[config.mk]
export PLATFORM = sky130hd
export DESIGN_NAME = mfw_lane
export DESIGN_NICKNAME = d
export VERILOG_FILES = /design/src/mfw_pkg.sv /design/src/mfw_lane.sv
export SDC_FILE = /design/constraint.sdc
export NUM_CORES = 2
export LEC_CHECK = 0
export BUFFER_PORTS_ARGS = -buffer_cell sky130_fd_sc_hd__buf_4
export CAP_MARGIN = 10
export CELL_PAD_IN_SITES_DETAIL_PLACEMENT = 0
export CELL_PAD_IN_SITES_GLOBAL_PLACEMENT = 1
export CORE_UTILIZATION = 42
export CTS_CLUSTER_SIZE = 8
export DETAILED_ROUTE_END_ITERATION = 7
export GPL_ROUTABILITY_DRIVEN = 0
export GPL_TIMING_DRIVEN = 0
export PLACE_DENSITY_LB_ADDON = 0.1
export SYNTH_ARGS = -nofsm -noshare
export SYNTH_HDL_FRONTEND = slang
export SYNTH_SLANG_ARGS = --single-unit
[constraint.sdc]
create_clock -name clk -period 5.55 [get_ports clk]
set_input_delay 0 -clock clk [delete_from_list [all_inputs] [get_ports clk]]
set_output_delay 0 -clock clk [all_outputs]
set_load 0.005 [all_outputs]
[src/mfw_pkg.sv]
// Shared types and constants of the RGB window median filter.
package mfw_pkg;

	localparam int MAX_WIDTH  = 2048;
	localparam int MAX_HEIGHT = 2048;
	localparam int CFG_W      = 12;
	localparam int COL_W      = $clog2(MAX_WIDTH);
	localparam int DIM_W      = COL_W + 1;
	localparam int ROW_W      = $clog2(MAX_HEIGHT);
	localparam int HDIM_W     = ROW_W + 1;
	localparam int IDX_W      = COL_W + ROW_W;
	localparam int HELD_W     = $clog2(2 * MAX_WIDTH + 3);
	localparam int NUM_BANKS  = 8;
	localparam int BANK_W     = $clog2(NUM_BANKS);
	localparam int WIN        = 5;
	localparam int WIN_N      = WIN * WIN;
	localparam int RANK_W     = $clog2(WIN_N);
	localparam int MID        = WIN_N / 2;
	localparam int RANK_2X2   = 2;
	localparam int RANK_3X3   = 4;
	localparam int NUM_LANES  = 3;

	localparam logic [1:0] MODE_2X2 = 2'd0;
	localparam logic [1:0] MODE_3X3 = 2'd1;
	localparam logic [1:0] MODE_5X5 = 2'd2;

	localparam logic [1:0] CFG_MODE   = 2'd0;
	localparam logic [1:0] CFG_WIDTH  = 2'd1;
	localparam logic [1:0] CFG_HEIGHT = 2'd2;

	typedef logic [7:0] pix_t;
	// lane 0 red, lane 1 green, lane 2 blue
	typedef logic [NUM_LANES-1:0][7:0] rgb_t;
	typedef logic [WIN_N-1:0][7:0] win_vals_t;

	typedef struct packed {
		logic en3;
		logic en4;
		logic en5;
	} lane_en_t;

endpackage

[src/mfw_lane.sv]
// Rank lane: picks the middle value of 25 window values for one color channel.
module mfw_lane import mfw_pkg::*; (
	input  logic      clk,
	input  lane_en_t  en,
	input  win_vals_t vals,
	output pix_t      median
);

	logic [WIN_N-1:0]  below_c [WIN_N];
	logic [WIN_N-1:0]  below_s3 [WIN_N];
	win_vals_t         vals_s3;
	win_vals_t         vals_s4;
	logic [RANK_W-1:0] rank_s4 [WIN_N];
	pix_t              median_c;
	pix_t              median_s5;

	// ties break on element order so every rank is taken exactly once
	always_comb begin
		for (int i = 0; i < WIN_N; i++) begin
			for (int j = 0; j < WIN_N; j++) begin
				if (j == i) begin
					below_c[i][j] = 1'b0;
				end else if (j < i) begin
					below_c[i][j] = (vals[j] <= vals[i]);
				end else begin
					below_c[i][j] = (vals[j] < vals[i]);
				end
			end
		end
	end

	always_comb begin
		median_c = '0;
		for (int i = 0; i < WIN_N; i++) begin
			if (rank_s4[i] == RANK_W'(MID)) begin
				median_c = median_c | vals_s4[i];
			end
		end
	end

	always_ff @(posedge clk) begin
		if (en.en3) begin
			below_s3 <= below_c;
			vals_s3  <= vals;
		end
		if (en.en4) begin
			for (int i = 0; i < WIN_N; i++) begin
				rank_s4[i] <= RANK_W'($countones(below_s3[i]));
			end
			vals_s4 <= vals_s3;
		end
		if (en.en5) begin
			median_s5 <= median_c;
		end
	end

	assign median = median_s5;

endmodule

==> metrics.md <==
| Metric | Value |
|---|---|
| Status | finished, final reports clean |
| Number of flops mapped to enable cells by yosys | approximately 1100 |
| Max_cap viols | 0 |
| First-pass GRT wire length | 636500 µm |
| Via count | 84290 |
| Max Clock Freq | 195.0 MHz |
| Average size of a mapped cell | ~11 µm² |
| Worst-path cell chain | ha_1 > fa_1 > inv_1 > fa_1 > inv_1 > fa_1 > fa_1 > fa_1 > fa_1 > a21o_1 > a21oi_1 > xnor2_1 |
| Cell area power density | around 420 mW/mm² |
| Critical Path End Type | flop |
| Mapped Area | approximately 0.10 mm² |
| Fraction of layout cells with a size suffix above 1 | under 10% |
| Slowest cell on crit path | fa_1 |
| Top cell type by total area after synthesis | edfxtp_1 |
| Max-slew headroom | approximately 4.2% |
| Yosys warning count | 0 |
| Launching element type of the critical path | flop |
| Top-area cell type share of the netlist area | approximately 33% |
| P_leak | ~56 nW |
| Count leader, synth | ha_1 |
| Clock Root Buffer | clkbuf_16 |
| Die area | around 0.25 mm² |
| Chip Height | around 500 µm |
| Port bufs | ~210 |
| Dpl cell area | ~0.11 mm² |
| Seq/Total Area, Yosys | 32.61% |
| Final Max Tran Viols | 0 |
| DRC Markers | 0 |
| Grt total ovfl | 0 |
| Drt wl/cell | 35.49 µm |
| Worst-Margin Slew | around 1400 ps |
| Die X | roughly 500 µm |
| RSZ-0062 raised after global routing | no |
| CP arrival | 5720 ps |
| Rows | 182 |
| 1st-pass router iterations | 6 |
| Worst path max stage delay | just under 1000 ps |
| FF+latch count, synth | 1133 |
| Net count after synthesis | between 10000 and 15000 |
| Mapped Cells | approximately 9200 |
| Post-route antenna net violation count | 0 |
| Placed cells | 12770 |
| Ranking of synthesized cells by area | edfxtp_1 (33%), ha_1 (32%), fa_1 (8.3%) |
| TritonCTS buffer count | ~170 |
| Min Tclk post-route | between 5000 and 6000 ps |
| CP Max Fanout | 2 |
| Overall Global Routing Usage | between 30% and 40% |
| VDD IR max | 0.3375 mV |
| Synth unique cells | between 50 and 60 |
| I/O pins | between 200 and 250 |
| H-tree levels | 4 |
| Post-synth top cells | ha_1 (2632), edfxtp_1 (1133), inv_1 (867), a21o_1 (772), nand4_1 (584) |
| CTS tree | built |
| Final cell count without fillers | 13260 |
| Dpl hpwl | 326200 µm |
| Fin Hold WS | 50.89 ps |
| Initial antenna violation count | 45 |
| Final cycle utilization of the critical path | roughly 90% |
| Setup Skew | about 68 ps |
| Most used cell, CP | fa_1 |
| Worst EP required | 6140 ps |
| Total Nets Final | around 13000 |
| Hold Path Class | in -> reg |
| Starting Density | a little over two fifths |
| Fin area | 0.1190 mm² |
| Top FF cell, synth | edfxtp_1 |
| Largest net degree at the start of global routing | 107 |
| Final hold vios | 0 |
| Post-cts resize count | 0 |
| Starting DRT DRC Count | slightly below 10000 |
| Worst-Skew Late Latency | 880 ps |
| Final setup violation count | 0 |
| Post-synth ARST share | 0% |
| Core ar. | approximately 0.25 mm² |
| Drt total wl | about 470000 µm |
| Vias in the first global route | roughly 80000 |
| Maximum buffer depth of the clock tree | 3 |
| Setup TNS Final | 0 ps |
| Postcts setup bufs | 0 |
| Crit path kind | reg -> reg |
| Power Total | 49.69 mW |
| Clk sinks | roughly 1100 |
| Syn-to-layout area delta | 14.09% |
| Vias per cell | 6.358 |
| Clock slew at reported path FFs | about 60 ps |
-- layout by cell type (no fill, tap or decap), types with 7 or more instances in the layout --
cell,synthesis,final
o22a_1,82,82
buf_4,1,214
nand4bb_1,9,9
clkbuf_16,0,165
xor2_1,7,7
nor2b_1,122,119
nand3_1,243,243
nand2_1,21,21
buf_12,0,44
inv_2,0,52
o21bai_1,14,14
nand3b_1,8,8
fa_1,434,434
a222oi_1,9,9
diode_2,0,14
edfxtp_1,1133,1133
a211oi_1,140,140
nor4bb_1,10,9
a21oi_1,506,506
xnor2_1,50,50
dlygate4sd3_1,0,258
and3b_1,14,14
o21a_1,204,204
nor2_1,309,306
nor3b_1,24,24
buf_16,0,21
ha_1,2632,2632
o22ai_1,146,146
nor3_1,15,15
nand4_1,584,584
clkinv_16,0,13
inv_1,867,815
clkbuf_1,2,28
a21o_1,772,772
o21ai_0,535,535
nand2b_1,182,182
a22oi_1,33,33
-- stage by stage --
| step | util [%] | setup slack [ps] |
|---|---|---|
| global placement | 44.67 | -3765 |
| CTS | 48.28 | 368.8 |
| detailed placement | 45.32 | 398.1 |
| global route | 48.30 | 249.4 |
| finish | 48.31 | 420.8 |
| floorplan | - | 1286 |
-- path summary, 6_finish.rpt --
kind / from / to / slack (ps) / cells past startpoint
min reg2reg: vals_s3[45] / vals_s4[45] / 390 / 0
max reg2reg: below_s3[39] / rank_s4[1][39] / 420 / 12
min: vals[139] / vals_s3[139] / 50 / 2
max: below_s3[39] / rank_s4[1][39] / 420 / 12
-- kinds of logic after synthesis --
kind of cell             after synthesis  share of synthesized area [%]
AO/OA/AOI/OAI                       2471                          15.33
XOR/XNOR                              57                         0.4785
adder cells (fa/ha/maj)             3066                          39.89
buffers and inverters                873                          3.160
flip-flops                          1133                          32.61
AND/OR/NAND/NOR                     1570                          8.526
-- sequential cells by signal (all words and copies together), names as in the netlist --
name      flops
below_s3    600
vals_s3     200
vals_s4     200
rank_s4     125
median        8
-- routing by layer --
metal,GRT usage (%),wire length [µm],share of wire [%]
met3,6.734,39960,8.5
met2,55.92,201000,43
met4,24.46,35890,7.6
met1,48.68,193500,41
met5,0,132,0.028
-- report_power, final --
group	switching (mW)	leakage [nW]	internal, mW	total (mW)
logic	15.3	42.5	11.4	26.7
registers	0.719	11.1	12.5	13.3
clock network	4.34	2.26	5.44	9.78
total	20.3	55.8	29.4	49.7
-- layout make-up --
class                   instances  area [µm²]
inverters                     867        3254
repair buffers                544        5736
multi-input cells            7164       67070
flip-flops and latches       1133       34020
clock buffers                 191        4227
plain buffers                   6       42.54
diodes                         14       35.03
fillers                     22120      127400
clock inverters                25       494.2
well taps                    3312        4144
-- repair_timing --
| item | 4_1_cts | 5_1_grt |
|---|---|---|
| hold buffers | 258 | 0 |
| endpoints found under the hold margin | 585 | 0 |
| endpoints found under the setup margin | 0 | 0 |
-- critical path: cells and delay by family (launching register included) --
family,cells,cell delay (ps)
xor gates and xnor gates,1,100
buffers and inverters,2,200
DFF,1,430
AOI/OAI and AO/OA,2,370
adders and majority gates,7,3750
No activity file was read; power rests on OpenSTA's default activity.
